[src/rtl/core/tcw_pkg.sv]
// ----------------------------------------------------------------------------
// tcw_pkg
// Shared types, widths, character codes and command codes of the text console
// writer.
// ----------------------------------------------------------------------------
package tcw_pkg;

  localparam int COLUMNS     = 80;
  localparam int MAX_ROWS    = 50;
  localparam int STORE_CELLS = COLUMNS * MAX_ROWS;

  localparam int ADDR_W     = $clog2(STORE_CELLS);
  localparam int IDX_W      = $clog2(STORE_CELLS + 1);
  localparam int CUR_W      = $clog2(STORE_CELLS + COLUMNS + 1);
  localparam int ROWS_EFF_W = $clog2(MAX_ROWS + 1);

  // row number by reciprocal multiply, one correction step afterwards
  localparam int RECIP_K  = 20;
  localparam int RECIP_M  = (1 << RECIP_K) / COLUMNS;
  localparam int RECIP_MW = $clog2(RECIP_M + 1);
  localparam int PROD_W   = CUR_W + RECIP_MW;

  localparam int KIND_W     = 3;
  localparam int CHAR_W     = 8;
  localparam int POS_W      = 12;
  localparam int ROWS_W     = 6;
  localparam int ATTR_W     = 8;
  localparam int CELL_W     = 16;
  localparam int OUT_CUR_W  = 12;
  localparam int OUT_DATA_W = 16;

  localparam int IN_TDATA_W  = 24;
  localparam int IN_TUSER_W  = 3;
  localparam int OUT_TDATA_W = 32;
  localparam int OUT_PAD_W   = OUT_TDATA_W - OUT_CUR_W - OUT_DATA_W;

  localparam int CFG_AW = 3;
  localparam int CFG_DW = 32;

  localparam int QUEUE_DEPTH = 2;
  localparam int QPTR_W      = $clog2(QUEUE_DEPTH);
  localparam int QCNT_W      = $clog2(QUEUE_DEPTH + 1);

  localparam logic [CELL_W-1:0] RESET_BLANK = 16'h0720;
  localparam logic [CHAR_W-1:0] CH_SPACE    = 8'h20;
  localparam logic [CHAR_W-1:0] CH_CR       = 8'h0D;
  localparam logic [CHAR_W-1:0] CH_LF       = 8'h0A;
  localparam logic [ROWS_W-1:0] RESET_ROWS  = 6'd25;
  localparam logic [ATTR_W-1:0] RESET_ATTR  = 8'h07;

  localparam logic [CFG_AW-3:0] REG_ROWS = 1'b0;
  localparam logic [CFG_AW-3:0] REG_ATTR = 1'b1;

  localparam logic [KIND_W-1:0] KIND_PUT   = 3'd0;
  localparam logic [KIND_W-1:0] KIND_ERASE = 3'd1;
  localparam logic [KIND_W-1:0] KIND_CLEAR = 3'd2;
  localparam logic [KIND_W-1:0] KIND_SET   = 3'd3;
  localparam logic [KIND_W-1:0] KIND_READ  = 3'd4;

  typedef logic [2:0] tcw_op_t;

  localparam tcw_op_t OP_NOP     = 3'd0;
  localparam tcw_op_t OP_PUT     = 3'd1;
  localparam tcw_op_t OP_NEWLINE = 3'd2;
  localparam tcw_op_t OP_ERASE   = 3'd3;
  localparam tcw_op_t OP_CLEAR   = 3'd4;
  localparam tcw_op_t OP_SETCUR  = 3'd5;
  localparam tcw_op_t OP_READ    = 3'd6;

  typedef struct packed {
    tcw_op_t           op;
    logic [CHAR_W-1:0] ch;
    logic [POS_W-1:0]  pos;
  } tcw_cmd_t;

  typedef struct packed {
    logic pop;
    logic init_busy;
  } tcw_ctrl_t;

endpackage

[src/rtl/core/tcw_front.sv]
// ----------------------------------------------------------------------------
// tcw_front
// Input stage: accepts stream transfers, decodes kind and character into a
// command and holds commands in a short queue for the back end.
// ----------------------------------------------------------------------------
module tcw_front (
  input  logic                           clk,
  input  logic                           rst_n,
  input  logic                           in_tvalid,
  output logic                           in_tready,
  input  logic [tcw_pkg::IN_TDATA_W-1:0] in_tdata,
  input  logic [tcw_pkg::IN_TUSER_W-1:0] in_tuser,
  output logic                           cmd_valid,
  output tcw_pkg::tcw_cmd_t              cmd,
  input  tcw_pkg::tcw_ctrl_t             ctrl
);

  tcw_pkg::tcw_cmd_t                q_cmd_r [tcw_pkg::QUEUE_DEPTH];
  logic [tcw_pkg::QPTR_W-1:0]       wr_ptr_r, wr_ptr_nxt;
  logic [tcw_pkg::QPTR_W-1:0]       rd_ptr_r, rd_ptr_nxt;
  logic [tcw_pkg::QCNT_W-1:0]       count_r, count_nxt;
  logic                             push;
  logic [tcw_pkg::CHAR_W-1:0]       ch;
  tcw_pkg::tcw_cmd_t                dec;

  assign ch = in_tdata[tcw_pkg::CHAR_W-1:0];

  always_comb begin
    dec.ch  = ch;
    dec.pos = in_tdata[tcw_pkg::CHAR_W +: tcw_pkg::POS_W];
    case (in_tuser)
      tcw_pkg::KIND_PUT: begin
        if (ch == tcw_pkg::CH_CR) begin
          dec.op = tcw_pkg::OP_NOP;
        end else if (ch == tcw_pkg::CH_LF) begin
          dec.op = tcw_pkg::OP_NEWLINE;
        end else begin
          dec.op = tcw_pkg::OP_PUT;
        end
      end
      tcw_pkg::KIND_ERASE: dec.op = tcw_pkg::OP_ERASE;
      tcw_pkg::KIND_CLEAR: dec.op = tcw_pkg::OP_CLEAR;
      tcw_pkg::KIND_SET:   dec.op = tcw_pkg::OP_SETCUR;
      tcw_pkg::KIND_READ:  dec.op = tcw_pkg::OP_READ;
      default:             dec.op = tcw_pkg::OP_NOP;
    endcase
  end

  assign in_tready = (count_r != tcw_pkg::QCNT_W'(tcw_pkg::QUEUE_DEPTH)) && !ctrl.init_busy;
  assign push      = in_tvalid && in_tready;
  assign cmd_valid = (count_r != '0);
  assign cmd       = q_cmd_r[rd_ptr_r];

  always_comb begin
    wr_ptr_nxt = wr_ptr_r;
    rd_ptr_nxt = rd_ptr_r;
    count_nxt  = count_r;
    if (push) begin
      wr_ptr_nxt = (wr_ptr_r == tcw_pkg::QPTR_W'(tcw_pkg::QUEUE_DEPTH - 1)) ? '0
                                                                         : wr_ptr_r + 1'b1;
    end
    if (ctrl.pop) begin
      rd_ptr_nxt = (rd_ptr_r == tcw_pkg::QPTR_W'(tcw_pkg::QUEUE_DEPTH - 1)) ? '0
                                                                         : rd_ptr_r + 1'b1;
    end
    if (push && !ctrl.pop) begin
      count_nxt = count_r + 1'b1;
    end else if (!push && ctrl.pop) begin
      count_nxt = count_r - 1'b1;
    end
  end

  always_ff @(posedge clk) begin
    if (!rst_n) begin
      wr_ptr_r <= '0;
      rd_ptr_r <= '0;
      count_r  <= '0;
    end else begin
      wr_ptr_r <= wr_ptr_nxt;
      rd_ptr_r <= rd_ptr_nxt;
      count_r  <= count_nxt;
    end
  end

  always_ff @(posedge clk) begin
    if (push) begin
      q_cmd_r[wr_ptr_r] <= dec;
    end
  end

`ifndef SYNTHESIS
  a_count_bound: assert property (@(posedge clk) disable iff (!rst_n)
    count_r <= tcw_pkg::QCNT_W'(tcw_pkg::QUEUE_DEPTH))
    else $error("queue count above depth");

  a_pop_nonempty: assert property (@(posedge clk) disable iff (!rst_n)
    ctrl.pop |-> count_r != '0)
    else $error("pop from empty queue");
`endif

endmodule

[config.mk]
export PLATFORM = sky130hd
export DESIGN_NAME = tcw_front
export DESIGN_NICKNAME = d
export VERILOG_FILES = /design/src/rtl/core/tcw_pkg.sv /design/src/rtl/core/tcw_front.sv
export SDC_FILE = /design/constraint.sdc
export NUM_CORES = 1
export LEC_CHECK = 0
export ABC_AREA = 1
export BUFFER_PORTS_ARGS = -buffer_cell sky130_fd_sc_hd__clkbuf_2
export CAP_MARGIN = 20
export CORE_MARGIN = 3
export CORE_UTILIZATION = 55
export CTS_CLUSTER_SIZE = 30
export DETAILED_ROUTE_END_ITERATION = 10
export HOLD_SLACK_MARGIN = 0.1
export PLACE_DENSITY = 0.89
export SLEW_MARGIN = 30
export SYNTH_ARGS = -nofsm -noshare
export SYNTH_HDL_FRONTEND = slang
export SYNTH_SLANG_ARGS = --single-unit
export TNS_END_PERCENT = 30
[constraint.sdc]
create_clock -name clk -period 5 [get_ports clk]
set_clock_uncertainty 0.2 [all_clocks]
set_input_delay 0.25 -clock clk [delete_from_list [all_inputs] [get_ports clk]]
set_output_delay 0.25 -clock clk [all_outputs]
set_load 0.01 [all_outputs]
==> impl_metrics.toml <==
[worst_hold_path]
holdPathEnd = "q_cmd_r[0][21]"
hold_class = "input port to flip-flop"
holdCritStartpoint = "in_tuser[2]"
min_path_cells = 3

[global_routing]
globalRouteOverflowTotal = 0
grt_max_degree = 24
antenna_found_initial = 0
grt_use_total_pct = 18.87
grt_first_pass_wirelength_um = 6009
first_global_vias = 1403

[power_and_ir_drop]
cellPowerDensity_nw_per_um2 = 326.7
worst_ir_drop_vdd_mv = 0.2101
power.static_leakage_nw = 1.098

[sta]
final_critical_path_setup_slack_ns = 3.031
grt_setup_unrepaired = "false"
post-route-period-util_pct = 39.38
report.final.slew_viol_count = 0
hold_violations = 0
timing.setup.tns_ns = 0
worst_slew_pin_slew_ns = 0.6762
setup_viol = 0
fmax_mhz = 507.9
min_period_ns = 1.969
timing.max_slew.rel_slack_pct = 54.82

[yosys]
syn_inst = 139
post_synth_instance_area_sq_um = 2026
number_of_warnings_reported_in_the_yosys_synthesis_log = 0
avgSynthCellArea_sq_um = 14.57
ys_types = 13
proportion_of_synthesized_chip_area_in_sequential_cells_pct = 73.13
postSynthRegisterBits = 51
synth_nets = 172

[die]
num_rows = 21
starting_density_of_the_core_pct = 58.85
floorplan.core_area_sq_um = 3442
die_x_um = 66.69
fp.dieArea_sq_um = 4448
num_io_pins = 57
die_y_um = 66.69

[placement]
place_worst_setup_slack_ns = 3.020
place.gp.congestion = 0.6682
numPortBuffers = 52
dp_hpwl_um = 2411

[worst_setup_path]
worst_ep_required_time_ns = 4.55
cp_slowest_cell = "sky130_fd_sc_hd__dfxtp_2"
setup.worst_path.start_class = "flip-flop"
worstPathMaxFanout = 23
worst_path_largest_cell_delay_ns = 0.67
critical-path-top-delay-family = "flip-flops"
regToRegSetupSlack_ns = 3.10
critical_path.endpoint_type = "primary output"
ff2ff_path_depth = 4
rr_startpoint = "count_r[0]"
path_class = "flip-flop to primary output"
regToRegEndpoint = "q_cmd_r[0][10]"
crit_path_cell_chain = "mux2_2 -> clkbuf_2"
critical_path_buf_inv_count = 1
cp.arrival_ns = 1.52

[routing]
avgRoutedWirePerCell_um = 14.06
dr.first_iter.drc_count = 47
post-route-drc-count = 0
initial_drt_pass_iterations = 4
viasPerCell = 4.898
routed_antenna_nets = 0
detailroute.via_count = 1303
drt_wirelength_um = 3741

[status]
status = "complete, no violations"

[layout]
nets = 252
syn2layout_area_growth_pct = 32.06
final_layout_size_suffix_gt1_share_pct = 38.64
diodes = 0

[clocking]
root_buffer = "sky130_fd_sc_hd__clkbuf_8"
clk_pin_slew_ns = 0.09
cts_buffers = 5
clock_insertion_delay_worst_skew_ns = 0.30
cts_buffer_depth = 2
cts_sinks = 51
postCtsResizedCells = 0
cts_tree = "built"
htreeDepth = 2

[job]
max-cap-violations = 0
-- cells by family after synthesis --
| group | after synthesis | share of synthesized area [%] |
|---|---|---|
| flip-flops | 51 | 73.13 |
| AND/OR/NAND/NOR | 40 | 7.968 |
| multiplexers | 23 | 12.79 |
| buffers and inverters | 19 | 4.262 |
| AO/OA/AOI/OAI | 5 | 1.235 |
| adder cells (fa/ha/maj) | 1 | 0.6176 |
-- area by class of cell --
type	instances	area [sq um]
repair buffers	75	490.5
flip-flops and latches	51	1483
inverters	17	63.81
multi-input cells	69	473.0
well taps	46	57.56
clock buffers	5	68.82
clock inverters	3	38.79
fillers	216	767.0
-- worst max path at each step --
stage	from	endpoint	slack, ns	cells after the start
final	flip-flop	cmd[17]	3.03	2
after CTS	flip-flop	cmd[17]	2.68	2
after detailed placement	flip-flop	cmd[17]	3.02	2
after global placement	count_r[0]	q_cmd_r[0][2]	2.89	4
after floorplan	count_r[0]	q_cmd_r[0][0]	2.83	4
after global routing	flip-flop	cmd[12]	2.96	2
-- what timing repair did --
action,in CTS,in global routing
buffers inserted,0,0
endpoints found under the setup margin,0,0
endpoints found under the hold margin,47,0
hold buffers,23,0
-- through the flow --
step	hold slack [ns]	instances	cell area [sq um]	total power, W	utilization (%)
floorplan	0.1489	139	2026	0.0005588	-
global placement	0.2405	235	2326	0.0005926	67.58
detailed placement	0.2434	235	2336	0.0006005	67.87
CTS	0.1081	266	2674	0.0008791	77.68
global route	0.1114	266	2675	0.0009095	77.72
finish	0.1124	266	2675	0.0008740	77.72
-- registers in the layout, indices dropped and copies added, names as in the netlist, named ones only --
name,count
rd_ptr_r,1
count_r,2
q_cmd_r,46
wr_ptr_r,1
-- cell usage after synthesis --
cell / instances / area [sq um]
sky130_fd_sc_hd__nand2_1: 20 / 75.07
sky130_fd_sc_hd__mux2_2: 23 / 259.0
sky130_fd_sc_hd__nand3_1: 5 / 25.02
sky130_fd_sc_hd__a21oi_1: 3 / 15.01
sky130_fd_sc_hd__dfxtp_1: 5 / 100.1
sky130_fd_sc_hd__buf_6: 2 / 22.52
sky130_fd_sc_hd__nor2_1: 13 / 48.80
sky130_fd_sc_hd__ha_1: 1 / 12.51
sky130_fd_sc_hd__edfxtp_1: 46 / 1381
sky130_fd_sc_hd__nand3b_1: 1 / 7.510
sky130_fd_sc_hd__o21ai_0: 2 / 10.01
sky130_fd_sc_hd__inv_1: 17 / 63.81
sky130_fd_sc_hd__nor3_1: 1 / 5.000
-- cells in the final DEF, fill, tap and decap left out --
master,n
sky130_fd_sc_hd__a21oi_1,3
sky130_fd_sc_hd__dlygate4sd3_1,23
sky130_fd_sc_hd__inv_1,17
sky130_fd_sc_hd__bufinv_16,1
sky130_fd_sc_hd__mux2_2,23
sky130_fd_sc_hd__nor2_1,11
sky130_fd_sc_hd__dfxtp_1,4
sky130_fd_sc_hd__dfxtp_2,1
sky130_fd_sc_hd__nand2_1,20
sky130_fd_sc_hd__nand3_1,5
sky130_fd_sc_hd__nor3_1,1
sky130_fd_sc_hd__ha_1,1
sky130_fd_sc_hd__nor2_4,2
sky130_fd_sc_hd__clkbuf_8,5
sky130_fd_sc_hd__clkinv_1,1
sky130_fd_sc_hd__edfxtp_1,46
sky130_fd_sc_hd__nand3b_1,1
sky130_fd_sc_hd__clkinv_2,1
sky130_fd_sc_hd__clkbuf_2,52
sky130_fd_sc_hd__o21ai_0,2
-- per-layer routing --
metal | GRT usage, % | vias to the layer above | part of all wire (%)
met3 | 5.396 | 10 | 5.7
li1 | - | 640 | -
met4 | 7.868 | 0 | 2.0
met2 | 35.40 | 48 | 55
met1 | 19.25 | 605 | 38
met5 | 0 | - | 0
-- worst min-delay path, cell delays in order --
cell and delay (ns):
sky130_fd_sc_hd__clkbuf_2 0.10, sky130_fd_sc_hd__nand2_1 0.05, sky130_fd_sc_hd__nand3_1 0.10
-- where the power goes --
group / switching [W] / total [W] / internal (W)
sequential: 0.0000108 / 0.000497 / 0.000486
combinational: 0.0000540 / 0.000108 / 0.0000538
clock: 0.000123 / 0.000269 / 0.000146
Note: power is estimated with default switching activity, not from simulation.
