### src/rtl/core/tcw_pkg.sv
// ----------------------------------------------------------------------------
// tcw_pkg
// Shared types, widths, character codes and command codes of the text console
// writer.
// ----------------------------------------------------------------------------
package tcw_pkg;

  localparam int COLUMNS     = 80;
  localparam int MAX_ROWS    = 50;
  localparam int STORE_CELLS = COLUMNS * MAX_ROWS;

  localparam int ADDR_W     = $clog2(STORE_CELLS);
  localparam int IDX_W      = $clog2(STORE_CELLS + 1);
  localparam int CUR_W      = $clog2(STORE_CELLS + COLUMNS + 1);
  localparam int ROWS_EFF_W = $clog2(MAX_ROWS + 1);

  // row number by reciprocal multiply, one correction step afterwards
  localparam int RECIP_K  = 20;
  localparam int RECIP_M  = (1 << RECIP_K) / COLUMNS;
  localparam int RECIP_MW = $clog2(RECIP_M + 1);
  localparam int PROD_W   = CUR_W + RECIP_MW;

  localparam int KIND_W     = 3;
  localparam int CHAR_W     = 8;
  localparam int POS_W      = 12;
  localparam int ROWS_W     = 6;
  localparam int ATTR_W     = 8;
  localparam int CELL_W     = 16;
  localparam int OUT_CUR_W  = 12;
  localparam int OUT_DATA_W = 16;

  localparam int IN_TDATA_W  = 24;
  localparam int IN_TUSER_W  = 3;
  localparam int OUT_TDATA_W = 32;
  localparam int OUT_PAD_W   = OUT_TDATA_W - OUT_CUR_W - OUT_DATA_W;

  localparam int CFG_AW = 3;
  localparam int CFG_DW = 32;

  localparam int QUEUE_DEPTH = 2;
  localparam int QPTR_W      = $clog2(QUEUE_DEPTH);
  localparam int QCNT_W      = $clog2(QUEUE_DEPTH + 1);

  localparam logic [CELL_W-1:0] RESET_BLANK = 16'h0720;
  localparam logic [CHAR_W-1:0] CH_SPACE    = 8'h20;
  localparam logic [CHAR_W-1:0] CH_CR       = 8'h0D;
  localparam logic [CHAR_W-1:0] CH_LF       = 8'h0A;
  localparam logic [ROWS_W-1:0] RESET_ROWS  = 6'd25;
  localparam logic [ATTR_W-1:0] RESET_ATTR  = 8'h07;

  localparam logic [CFG_AW-3:0] REG_ROWS = 1'b0;
  localparam logic [CFG_AW-3:0] REG_ATTR = 1'b1;

  localparam logic [KIND_W-1:0] KIND_PUT   = 3'd0;
  localparam logic [KIND_W-1:0] KIND_ERASE = 3'd1;
  localparam logic [KIND_W-1:0] KIND_CLEAR = 3'd2;
  localparam logic [KIND_W-1:0] KIND_SET   = 3'd3;
  localparam logic [KIND_W-1:0] KIND_READ  = 3'd4;

  typedef logic [2:0] tcw_op_t;

  localparam tcw_op_t OP_NOP     = 3'd0;
  localparam tcw_op_t OP_PUT     = 3'd1;
  localparam tcw_op_t OP_NEWLINE = 3'd2;
  localparam tcw_op_t OP_ERASE   = 3'd3;
  localparam tcw_op_t OP_CLEAR   = 3'd4;
  localparam tcw_op_t OP_SETCUR  = 3'd5;
  localparam tcw_op_t OP_READ    = 3'd6;

  typedef struct packed {
    tcw_op_t           op;
    logic [CHAR_W-1:0] ch;
    logic [POS_W-1:0]  pos;
  } tcw_cmd_t;

  typedef struct packed {
    logic pop;
    logic init_busy;
  } tcw_ctrl_t;

endpackage

### src/rtl/core/tcw_back.sv
// ----------------------------------------------------------------------------
// tcw_back
// Command sequencer: runs queued commands against the screen store (cell
// writes, newline, scroll, clear, read), keeps the cursor and drives the
// result register.
// ----------------------------------------------------------------------------
module tcw_back (
  input  logic                            clk,
  input  logic                            rst_n,
  input  logic [tcw_pkg::ROWS_W-1:0]      cfg_rows,
  input  logic [tcw_pkg::ATTR_W-1:0]      cfg_attr,
  input  logic                            cmd_valid,
  input  tcw_pkg::tcw_cmd_t               cmd,
  output tcw_pkg::tcw_ctrl_t              ctrl,
  output logic                            ram_we,
  output logic [tcw_pkg::ADDR_W-1:0]      ram_waddr,
  output logic [tcw_pkg::CELL_W-1:0]      ram_wdata,
  output logic [tcw_pkg::ADDR_W-1:0]      ram_raddr,
  input  logic [tcw_pkg::CELL_W-1:0]      ram_rdata,
  output logic                            out_tvalid,
  input  logic                            out_tready,
  output logic [tcw_pkg::OUT_TDATA_W-1:0] out_tdata
);

  localparam logic [3:0] S_INIT    = 4'd0;
  localparam logic [3:0] S_IDLE    = 4'd1;
  localparam logic [3:0] S_LF_BASE = 4'd2;
  localparam logic [3:0] S_LF_ADJ  = 4'd3;
  localparam logic [3:0] S_CHECK   = 4'd4;
  localparam logic [3:0] S_SCRL    = 4'd5;
  localparam logic [3:0] S_BLANK   = 4'd6;
  localparam logic [3:0] S_CLEAR   = 4'd7;
  localparam logic [3:0] S_RD      = 4'd8;
  localparam logic [3:0] S_EMIT    = 4'd9;

  localparam logic [tcw_pkg::CUR_W-1:0] COLS_C = tcw_pkg::CUR_W'(tcw_pkg::COLUMNS);
  localparam logic [tcw_pkg::IDX_W-1:0] COLS_I = tcw_pkg::IDX_W'(tcw_pkg::COLUMNS);

  logic [3:0]                        state_r, state_nxt;
  logic [tcw_pkg::CUR_W-1:0]         cursor_r, cursor_nxt;
  logic [tcw_pkg::IDX_W-1:0]         idx_r, idx_nxt;
  logic [tcw_pkg::CUR_W-1:0]         q_r, q_nxt;
  logic [tcw_pkg::CUR_W-1:0]         base_r, base_nxt;
  logic                              cw_v_r, cw_v_nxt;
  logic [tcw_pkg::ADDR_W-1:0]        cw_a_r, cw_a_nxt;
  logic [tcw_pkg::OUT_DATA_W-1:0]    data_r, data_nxt;
  logic [tcw_pkg::IDX_W-1:0]         span_r, span_nxt;
  logic                              out_valid_r, out_valid_nxt;
  logic [tcw_pkg::OUT_CUR_W-1:0]     out_cur_r;
  logic [tcw_pkg::OUT_DATA_W-1:0]    out_data_r;
  logic                              load_out;

  logic [tcw_pkg::ROWS_EFF_W-1:0]    rows_eff;
  logic [tcw_pkg::CUR_W-1:0]         span_c;
  logic [tcw_pkg::CUR_W-1:0]         chk_val;
  logic [tcw_pkg::CUR_W-1:0]         chk_back;
  logic [tcw_pkg::CUR_W-1:0]         scroll_cur;
  logic                              need_scroll;
  logic [tcw_pkg::CUR_W-1:0]         cur_dec;
  logic [31:0]                       pos32;
  logic [tcw_pkg::ADDR_W-1:0]        rd_sat;
  logic [tcw_pkg::CUR_W-1:0]         set_cur;
  logic [tcw_pkg::CELL_W-1:0]        blank_word;
  logic [tcw_pkg::PROD_W-1:0]        lf_prod;

  always_comb begin
    if (cfg_rows == '0) begin
      rows_eff = tcw_pkg::ROWS_EFF_W'(1);
    end else if (32'(cfg_rows) > 32'(tcw_pkg::MAX_ROWS)) begin
      rows_eff = tcw_pkg::ROWS_EFF_W'(tcw_pkg::MAX_ROWS);
    end else begin
      rows_eff = tcw_pkg::ROWS_EFF_W'(cfg_rows);
    end
  end

  assign span_nxt   = tcw_pkg::IDX_W'(32'(rows_eff) * 32'(tcw_pkg::COLUMNS));
  assign span_c     = tcw_pkg::CUR_W'(span_r);
  assign blank_word = {cfg_attr, tcw_pkg::CH_SPACE};

  // cursor after the write (put) or as left by newline (check), then scroll fixup
  assign chk_val     = (state_r == S_IDLE) ? cursor_r + 1'b1 : cursor_r;
  assign need_scroll = (chk_val >= span_c);
  assign chk_back    = chk_val - COLS_C;
  assign scroll_cur  = (chk_back >= span_c) ? span_c - 1'b1 : chk_back;

  assign cur_dec = cursor_r - 1'b1;
  assign pos32   = 32'(cmd.pos);
  assign rd_sat  = (pos32 >= 32'(tcw_pkg::STORE_CELLS)) ?
                   tcw_pkg::ADDR_W'(tcw_pkg::STORE_CELLS - 1) : tcw_pkg::ADDR_W'(pos32);
  assign set_cur = (pos32 < 32'(span_r)) ? tcw_pkg::CUR_W'(pos32) : span_c - 1'b1;
  assign lf_prod = tcw_pkg::PROD_W'(cursor_r) * tcw_pkg::PROD_W'(tcw_pkg::RECIP_M);

  always_comb begin
    state_nxt      = state_r;
    cursor_nxt     = cursor_r;
    idx_nxt        = idx_r;
    q_nxt          = q_r;
    base_nxt       = base_r;
    cw_v_nxt       = 1'b0;
    cw_a_nxt       = cw_a_r;
    data_nxt       = data_r;
    ram_we         = 1'b0;
    ram_waddr      = tcw_pkg::ADDR_W'(cursor_r);
    ram_wdata      = tcw_pkg::RESET_BLANK;
    ram_raddr      = rd_sat;
    ctrl.pop       = 1'b0;
    ctrl.init_busy = (state_r == S_INIT);
    load_out       = 1'b0;

    case (state_r)
      S_INIT: begin
        ram_we    = 1'b1;
        ram_waddr = idx_r[tcw_pkg::ADDR_W-1:0];
        if (idx_r == tcw_pkg::IDX_W'(tcw_pkg::STORE_CELLS - 1)) begin
          state_nxt = S_IDLE;
        end else begin
          idx_nxt = idx_r + 1'b1;
        end
      end
      S_IDLE: begin
        if (cmd_valid) begin
          ctrl.pop = 1'b1;
          data_nxt = '0;
          case (cmd.op)
            tcw_pkg::OP_PUT: begin
              ram_we    = 1'b1;
              ram_wdata = {cfg_attr, cmd.ch};
              if (need_scroll) begin
                cursor_nxt = scroll_cur;
                idx_nxt    = COLS_I;
                state_nxt  = S_SCRL;
              end else begin
                cursor_nxt = chk_val;
                state_nxt  = S_EMIT;
              end
            end
            tcw_pkg::OP_NEWLINE: begin
              q_nxt     = tcw_pkg::CUR_W'(lf_prod >> tcw_pkg::RECIP_K);
              state_nxt = S_LF_BASE;
            end
            tcw_pkg::OP_ERASE: begin
              if (cursor_r != '0) begin
                cursor_nxt = cur_dec;
                ram_we     = 1'b1;
                ram_waddr  = tcw_pkg::ADDR_W'(cur_dec);
                ram_wdata  = blank_word;
              end
              state_nxt = S_EMIT;
            end
            tcw_pkg::OP_CLEAR: begin
              idx_nxt   = '0;
              state_nxt = S_CLEAR;
            end
            tcw_pkg::OP_SETCUR: begin
              cursor_nxt = set_cur;
              state_nxt  = S_EMIT;
            end
            tcw_pkg::OP_READ: begin
              state_nxt = S_RD;
            end
            default: begin
              state_nxt = S_EMIT;
            end
          endcase
        end
      end
      S_LF_BASE: begin
        base_nxt  = q_r * COLS_C;
        state_nxt = S_LF_ADJ;
      end
      S_LF_ADJ: begin
        if (cursor_r - base_r >= COLS_C) begin
          cursor_nxt = base_r + COLS_C + COLS_C;
        end else begin
          cursor_nxt = base_r + COLS_C;
        end
        state_nxt = S_CHECK;
      end
      S_CHECK: begin
        if (need_scroll) begin
          cursor_nxt = scroll_cur;
          idx_nxt    = COLS_I;
          state_nxt  = S_SCRL;
        end else begin
          state_nxt = S_EMIT;
        end
      end
      S_SCRL: begin
        // read one row ahead, write the word back one row up in the next cycle
        ram_we    = cw_v_r;
        ram_waddr = cw_a_r;
        ram_wdata = ram_rdata;
        if (idx_r < span_r) begin
          ram_raddr = idx_r[tcw_pkg::ADDR_W-1:0];
          cw_v_nxt  = 1'b1;
          cw_a_nxt  = tcw_pkg::ADDR_W'(idx_r - COLS_I);
          idx_nxt   = idx_r + 1'b1;
        end else if (!cw_v_r) begin
          idx_nxt   = span_r - COLS_I;
          state_nxt = S_BLANK;
        end
      end
      S_BLANK: begin
        ram_we    = 1'b1;
        ram_waddr = idx_r[tcw_pkg::ADDR_W-1:0];
        ram_wdata = blank_word;
        if (idx_r == span_r - 1'b1) begin
          state_nxt = S_EMIT;
        end else begin
          idx_nxt = idx_r + 1'b1;
        end
      end
      S_CLEAR: begin
        ram_we    = 1'b1;
        ram_waddr = idx_r[tcw_pkg::ADDR_W-1:0];
        if (idx_r == span_r - 1'b1) begin
          state_nxt = S_EMIT;
        end else begin
          idx_nxt = idx_r + 1'b1;
        end
      end
      S_RD: begin
        data_nxt  = ram_rdata;
        state_nxt = S_EMIT;
      end
      S_EMIT: begin
        if (!out_valid_r || out_tready) begin
          load_out  = 1'b1;
          state_nxt = S_IDLE;
        end
      end
      default: begin
        state_nxt = S_IDLE;
      end
    endcase
  end

  assign out_valid_nxt = load_out || (out_valid_r && !out_tready);

  always_ff @(posedge clk) begin
    if (!rst_n) begin
      state_r     <= S_INIT;
      cursor_r    <= '0;
      idx_r       <= '0;
      cw_v_r      <= 1'b0;
      span_r      <= tcw_pkg::IDX_W'(32'(tcw_pkg::RESET_ROWS) * 32'(tcw_pkg::COLUMNS));
      out_valid_r <= 1'b0;
    end else begin
      state_r     <= state_nxt;
      cursor_r    <= cursor_nxt;
      idx_r       <= idx_nxt;
      cw_v_r      <= cw_v_nxt;
      span_r      <= span_nxt;
      out_valid_r <= out_valid_nxt;
    end
  end

  always_ff @(posedge clk) begin
    q_r    <= q_nxt;
    base_r <= base_nxt;
    cw_a_r <= cw_a_nxt;
    data_r <= data_nxt;
    if (load_out) begin
      out_cur_r  <= tcw_pkg::OUT_CUR_W'(cursor_r);
      out_data_r <= data_r;
    end
  end

  assign out_tvalid = out_valid_r;
  assign out_tdata  = {{tcw_pkg::OUT_PAD_W{1'b0}}, out_data_r, out_cur_r};

`ifndef SYNTHESIS
  a_waddr_range: assert property (@(posedge clk) disable iff (!rst_n)
    ram_we |-> 32'(ram_waddr) < 32'(tcw_pkg::STORE_CELLS))
    else $error("store write out of range");

  a_cursor_range: assert property (@(posedge clk) disable iff (!rst_n)
    (state_r == S_IDLE || state_r == S_EMIT) |-> 32'(cursor_r) < 32'(tcw_pkg::STORE_CELLS))
    else $error("cursor outside store at rest");

  a_scroll_idx: assert property (@(posedge clk) disable iff (!rst_n)
    state_r == S_SCRL |-> idx_r <= span_r && idx_r >= COLS_I)
    else $error("scroll index outside rows in use");
`endif

endmodule

### config.mk
export PLATFORM = sky130hd
export DESIGN_NAME = tcw_back
export DESIGN_NICKNAME = d
export VERILOG_FILES = /design/src/rtl/core/tcw_pkg.sv /design/src/rtl/core/tcw_back.sv
export SDC_FILE = /design/constraint.sdc
export NUM_CORES = 1
export LEC_CHECK = 0
export BUFFER_PORTS_ARGS = -buffer_cell sky130_fd_sc_hd__clkbuf_2
export CORE_ASPECT_RATIO = 1.5
export CORE_MARGIN = 4
export CORE_UTILIZATION = 65
export DETAILED_ROUTE_END_ITERATION = 8
export PLACE_DENSITY = 0.88
export RECOVER_POWER = 100
export SYNTH_ARGS = -nofsm -noshare
export SYNTH_HDL_FRONTEND = slang
export SYNTH_SLANG_ARGS = --single-unit
### constraint.sdc
create_clock -name clk -period 7.5 [get_ports clk]
set_clock_uncertainty 0.1 [all_clocks]
set_input_delay 1.5 -clock clk [delete_from_list [all_inputs] [get_ports clk]]
set_output_delay 1.5 -clock clk [all_outputs]
set_load 0.1 [all_outputs]
==> impl_metrics.yaml, run 1 <==
pwr:
  leakage_nw: 5.07
  power_density_nw_per_um2: 119
  switching_share: 0.297
  pwr-share-comb: 0.164
  seq_power_share: 0.463
  p_int_mw: 0.975
  ir_drop_v: 0.000141
  pwr-share-clk: 0.373
  p_sw_mw: 0.413
  p_total_mw: 1.39
synth:
  ys_top_cells_by_count: "ha_1, inv_1, nor2_1"
  synth-async-reset-ratio: 0
  synth_edf_count: 70
  synth_xor_area_frac: 0.0734
  yosysSeqAreaShare: 0.267
  synth_ff_type: "edfxtp_1"
  yosys.area_share.simple: 0.170
  synthCells: 1197
  ys_seq_elements: 108
  synth_compound_area_frac: 0.178
  ys_warn_count: 0
  yosys-top-cells-area: "edfxtp_1, ha_1, dfxtp_1, fa_1, xnor2_1"
  synth_top_family_by_area: "adder cells"
  synth.most_common_cell: "ha_1"
  synth_area_per_cell_um2: 8.97
  synthAdderAreaFrac: 0.229
  muxShareOfSynthArea: 0.0166
  synth_top_area_share: 0.196
  synth_top_cell_by_area: "edfxtp_1"
  ys_types: 88
  synth_area_um2: 10700
place:
  portBuffers: 128
  place.detailed.hpwl_mm: 26.8
  dp_slack_ns: 1.82
  gp_congestion: 1.08
  post-place-cells: 1488
clock_tree:
  cts.clk_slew.worst_paths_ns: 0.08
  postCtsResizedCells: 0
  post_cts_buffers: 0
  cts_buffers: 9
  clockBufferDepth: 2
  cts_max_level: 3
  root_buffer: "clkbuf_16"
  hold_buffers: 0
  clock_sinks: 108
  cts_tree: "yes"
  clk_latency_ns: 0.37
floorplan:
  fp.dieW_um: 113
  die_y_um: 165
  core_area_um2: 16200
  io_pins: 133
  start_util: 0.663
  dieArea_um2: 18700
  rows: 57
setup_path:
  worstSetupPathType: "reg -> out"
  rr_endpoint: "cursor_r[6]$_SDFFE_PN0P_"
  cp.required_ns: 5.90
  endpoint_kind: "output port"
  cp.arrival_ns: 4.76
  worstPathMaxFanout: 19
  worstSetupStartpointType: "flop"
  r2r_slack_ns: 1.63
  r2r-start: "cursor_r[0]$_SDFFE_PN0P_"
  ff2ff_path_depth: 17
timing:
  tightestPinTransition_ns: 1.76
  fin_setup_tns_ns: 0
  max-slew-margin-rel: -0.172
  hold_viol_final: 0
  period_share: 0.848
  timing.final.ws_setup_ns: 1.14
  whs_ns: 0.325
  min_period_ns: 6.36
  grt_setup_unrepaired: "no"
  slew_viol_final: 29
  max_freq_mhz: 157
  finalSetupViolCount: 0
layout:
  layout-drive-gt1-share: 0.0786
  seq_area_um2: 2860
  antenna_cells: 0
  multiInputGateArea_um2: 7150
  instances_no_fill: 1504
  nets: 1526
  synthToLayoutAreaGrowth_pct: 8.42
  num-fill-cells: 1269
global_route:
  overflow: 0
  antenna_found_initial: 0
  grt_pass1_wl_mm: 52.4
  grt_start_max_net_pins: 29
  grt_pass1_vias: 9888
  grt_usage: 0.363
routing:
  routed_via_density: 6.73
  postRouteAntennaNets: 0
  wl_per_cell_um: 22.7
  num_vias: 10100
  dr.pass1.iters: 8
  drtIter0Drc: 1376
  totalWireLength_mm: 34.1
  route.detailed.drc: 0
min_path:
  min_path_cells: 0
  min_path_type: "reg -> reg"
  min_from: "data_r[13]$_SDFFCE_PN0P_"
  hold_end: "out_data_r[13]$_DFFE_PP_"
outcome:
  failed_checks: "max-capacitance violations, max-slew violations"
  outcome: "finished, violations left"
job:
  maxCapViolations: 1
flip-flops by register name (all words and copies together) (netlist names), 8 cells and up:
register    flops
out_cur_r      12
out_data_r     16
cw_a_r         12
base_r          8
data_r         16
cursor_r       12
idx_r          12
span_c          8
cell usage in the layout (no fill, tap or decap), types with 5 or more instances in the layout:
cell type  netlist  final
ha_1           142    142
inv_1          116    116
nor2_1          88     87
nand2_1         83     83
clkbuf_1        36     81
a21oi_1         75     75
edfxtp_1        70     70
o21ai_0         67     67
xnor2_1         57     59
clkbuf_2         0     54
dfxtp_1         38     38
fa_1            34     34
nand3_1         24     24
nor3_1          25     24
xor2_1          19     19
nand2b_1        19     19
a31oi_1         18     18
and2_0           0     16
and3_1          14     15
a22o_1          13     13
nand4_1         12     12
o211ai_1        10     11
a21o_1          11     11
mux2i_1         11     11
nor4_1          10     10
o22ai_1         10     10
and2_1          25      9
nor2b_1          9      9
a221oi_1         8      9
clkbuf_16        0      9
or3_1            8      8
o31ai_1          8      8
o21a_1           8      8
a221o_1          7      7
a222oi_1         5      5
mux2_2           6      5
buf_4            5      5
power groups by stage:
stage	logic, mW	registers [mW]	clock network (mW)
2_1_floorplan	0.166	0.652	0
3_3_place_gp	0.219	0.656	0
3_5_place_dp	0.222	0.656	0
4_1_cts	0.224	0.642	0.519
5_1_grt	0.245	0.643	0.543
6_report	0.227	0.642	0.518
through the flow:
| stage | instance area, µm² | util |
|---|---|---|
| 5_1_grt | 11600 | 0.719 |
| 2_1_floorplan | 10700 | - |
| 6_report | 11600 | 0.719 |
| 3_3_place_gp | 11500 | 0.709 |
| 4_1_cts | 11800 | 0.728 |
| 3_5_place_dp | 11500 | 0.709 |
final cells by class:
cell class	count	share of cell area
timing repair buffer	140	0.0526
clock buffer	9	0.0194
multi-input combinational	918	0.614
inverter	116	0.0374
sequential	108	0.246
clock inverter	7	0.00806
tap	206	0.0221
worst max-delay path: stages, from the launching register on:
cell and delay (ns):
dfxtp_1 0.51, clkbuf_1 0.66, nor4b_4 0.92, nand2_1 0.44
nor3_1 0.74, a22o_1 0.24, clkbuf_1 0.87
routing by layer:
metal / share of wire / global-route usage / up-vias
met3: 0.11 / 0.0769 / 183
met5: 0 / 0 / -
li1: - / - / 4490
met4: 0.072 / 0.233 / 0
met1: 0.34 / 0.421 / 4725
met2: 0.47 / 0.605 / 729
logic make-up after synthesis:
family | Yosys count
fa+ha+maj | 176
mux | 17
xor+xnor | 82
flops | 108
buf+inv | 174
simple gates | 350
other cells | 1
compound gates | 289
worst max path at each step:
stage | startpoint | to | cells past startpoint
4_1_cts | cursor_r[5]$_SDFFE_PN0P_ | q_r[5]$_DFFE_PP_ | 19
2_1_floorplan | cmd[22] | ram_waddr[1] | 8
3_5_place_dp | cursor_r[5]$_SDFFE_PN0P_ | q_r[5]$_DFFE_PP_ | 19
3_3_place_gp | cursor_r[5]$_SDFFE_PN0P_ | q_r[5]$_DFFE_PP_ | 19
5_1_grt | span_c[7]$_SDFF_PN1_ | ram_raddr[2] | 9
6_report | state_r[0]$_SDFFE_PN0P_ | ram_wdata[4] | 6
Note: power is estimated with default switching activity, not from simulation.
==> run 2: changes to the inputs <==
--- a/config.mk
+++ b/config.mk
@@ -5,12 +5,13 @@
 export SDC_FILE = /design/constraint.sdc
 export NUM_CORES = 1
 export LEC_CHECK = 0
+export ABC_AREA = 1
 export BUFFER_PORTS_ARGS = -buffer_cell sky130_fd_sc_hd__clkbuf_2
 export CORE_ASPECT_RATIO = 1.5
 export CORE_MARGIN = 4
-export CORE_UTILIZATION = 65
+export CORE_UTILIZATION = 55
 export DETAILED_ROUTE_END_ITERATION = 8
-export PLACE_DENSITY = 0.88
+export PLACE_DENSITY = 0.79
 export RECOVER_POWER = 100
 export SYNTH_ARGS = -nofsm -noshare
 export SYNTH_HDL_FRONTEND = slang
==> constraint.sdc (replaced) <==
create_clock -name clk -period 5.1 [get_ports clk]
set_clock_uncertainty 0.1 [all_clocks]
set_input_delay 1.02 -clock clk [delete_from_list [all_inputs] [get_ports clk]]
set_output_delay 1.02 -clock clk [all_outputs]
set_load 0.1 [all_outputs]
==> run 2 against run 1 <==
- the flow still finishes with violations (max-capacitance violations, max-slew violations)
- non-clock buffer count is 14 higher
- first-iteration DRC count decreased by 35%
- wire length is 3.4% higher
==> impl_metrics.yaml, run 2 <==
synth:
  synth_area_um2: 11200
  yosysSeqAreaShare: 0.255
  synth.most_common_cell: "nand2_1"
  ys_seq_elements: 108
  synth_top_area_share: 0.187
  synth_area_per_cell_um2: 7.31
  synth_top_cell_by_area: "edfxtp_1"
  synth-async-reset-ratio: 0
  ys_types: 55
  synth_ff_type: "edfxtp_1"
  synth_edf_count: 70
  yosys-top-cells-area: "edfxtp_1, ha_1, nand2_1, inv_1, dfxtp_1"
  synthCells: 1536
  ys_warn_count: 0
  ys_top_cells_by_count: "nand2_1, inv_1, ha_1"
floorplan:
  die_y_um: 183
  start_util: 0.563
  rows: 63
  dieArea_um2: 22800
  fp.dieW_um: 125
  core_area_um2: 19900
  io_pins: 133
layout:
  final_common_cell: "nand2_1"
  layout-drive-gt1-share: 0.0922
  synthToLayoutAreaGrowth_pct: 10.7
  nets: 1898
  layout_common_cells: "nand2_1, inv_1, ha_1"
  antenna_cells: 0
  final_core_util: 0.623
  num-fill-cells: 1918
  reg_top3: "data_r: 16 flops, out_data_r: 16 flops"
clock_tree:
  cts_tree: "yes"
  clock_sinks: 108
  cts_buffers: 9
  cts_max_level: 3
  clockBufferDepth: 2
  root_buffer: "clkbuf_16"
  hold_buffers: 0
  post_cts_buffers: 0
  clk_latency_ns: 0.37
  cts.clk_slew.worst_paths_ns: 0.08
timing:
  finalSetupViolCount: 0
  hold_viol_final: 0
  tightestPinTransition_ns: 3.09
  max-slew-margin-rel: -1.06
  max_freq_mhz: 204
  whs_ns: 0.322
  min_period_ns: 4.90
  grt_setup_unrepaired: "no"
  period_share: 0.961
  slew_viol_final: 29
setup_path:
  rr_endpoint: "q_r[4]$_DFFE_PP_"
  cpPeakStageDelay_ns: 0.77
  endpoint_kind: "output port"
  r2r-start: "cursor_r[10]$_SDFFE_PN0P_"
  worstSetupStartpointType: "primary input"
  cp.arrival_ns: 3.78
  worstPathCellList: "clkbuf_2, inv_2, nor3_1, clkinv_1, o21ai_0, nand2_1, nand2_1, nand2_1, o21ai_0, clkbuf_2"
  crit_top_cell: "nand2_1"
  r2r_slack_ns: 0.26
  cp.required_ns: 3.98
  worstPathMaxFanout: 7
  crit_slowest_cell: "nor3_1"
  worstSetupPathType: "in -> out"
  ff2ff_path_depth: 16
min_path:
  min_from: "data_r[12]$_SDFFCE_PN0P_"
  min_path_type: "reg -> reg"
  min_path_cells: 0
  hold_end: "out_data_r[12]$_DFFE_PP_"
outcome:
  outcome: "finished, violations left"
  failed_checks: "max-capacitance violations, max-slew violations"
global_route:
  grt_pass1_wl_mm: 55.7
  grt_start_max_net_pins: 29
  overflow: 0
  grt_pass1_vias: 11000
  antenna_found_initial: 0
  grt_usage: 0.304
routing:
  route.detailed.drc: 0
  postRouteAntennaNets: 0
  wl_per_cell_um: 18.3
  drtIter0Drc: 894
  routed_via_density: 5.72
  dr.pass1.iters: 5
  num_vias: 11000
  totalWireLength_mm: 35.3
place:
  gp_congestion: 0.997
  portBuffers: 128
  place.detailed.hpwl_mm: 29.1
job:
  maxCapViolations: 1
pwr:
  power_density_nw_per_um2: 276
  ir_drop_v: 0.000167
  leakage_nw: 6.31
-- run 2: power by group --
part | switching [mW] | internal (mW) | total, mW
registers | 0.0892 | 0.993 | 1.08
logic | 1.17 | 0.436 | 1.61
clock network | 0.385 | 0.355 | 0.739
total | 1.64 | 1.78 | 3.43
-- run 2: critical path: cells and delay by family --
kind	cells	cell delay [ns]
AO/OA/AOI/OAI	2	0.63
buffers and inverters	4	0.86
AND/OR/NAND/NOR	4	1.25
-- run 2: per-stage QoR --
stage	std cells	TNS, ns	area (µm²)	power [mW]	setup WS (ns)
finish	1930	0	12400	3.43	0.201
global route	1930	0	12400	3.62	0.00864
CTS	1930	0	12600	3.43	0.172
detailed placement	1914	0	12300	2.69	0.196
global placement	1914	0	12300	2.67	0.289
floorplan	1539	-0.0852	11200	2.30	-0.0284
-- run 2: cell families after synthesis --
logic type,after synthesis,share of synthesized area
AND/OR/NAND/NOR,653,0.252
buffers and inverters,279,0.0982
AO/OA/AOI/OAI,263,0.132
adder cells (fa/ha/maj),176,0.219
flip-flops,108,0.255
XOR/XNOR,56,0.0437
other,1,0.000334
-- run 2: area by class of cell --
type | instances | area, µm² | share of cell area
Sequential cell | 108 | 2860 | 0.231
Timing Repair Buffer | 154 | 771 | 0.0620
Multi-Input combinational cell | 1152 | 7240 | 0.583
Clock inverter | 7 | 88.8 | 0.00715
Clock buffer | 9 | 225 | 0.0181
Inverter | 240 | 906 | 0.0729
Tap cell | 260 | 325 | 0.0262
-- run 2: how the worst max path moves through the flow --
stage                  endpoint  cells after the start                 startpoint  slack, ns
6_report          ram_wdata[14]                     10                    cmd[20]       0.20
5_1_grt        q_r[4]$_DFFE_PP_                     16  cursor_r[10]$_SDFFE_PN0P_      0.009
4_1_cts        q_r[4]$_DFFE_PP_                     16   cursor_r[9]$_SDFFE_PN0P_       0.17
3_5_place_dp   q_r[4]$_DFFE_PP_                     16   cursor_r[9]$_SDFFE_PN0P_       0.20
3_3_place_gp   q_r[4]$_DFFE_PP_                     16   cursor_r[9]$_SDFFE_PN0P_       0.29
2_1_floorplan     ram_raddr[10]                     10       span_c[7]$_SDFF_PN1_      -0.03
-- run 2: per-layer routing --
| layer | global-route usage | part of all wire |
|---|---|---|
| met2 | 0.559 | 0.51 |
| met3 | 0.0428 | 0.056 |
| met4 | 0.203 | 0.074 |
| met5 | 0 | 0 |
| met1 | 0.321 | 0.36 |
-- run 2: timing repair --
action                                 4_1_cts  5_1_grt
setup endpoints to repair                    0        1
gates resized for setup                      0        1
endpoints found under the hold margin        0        0
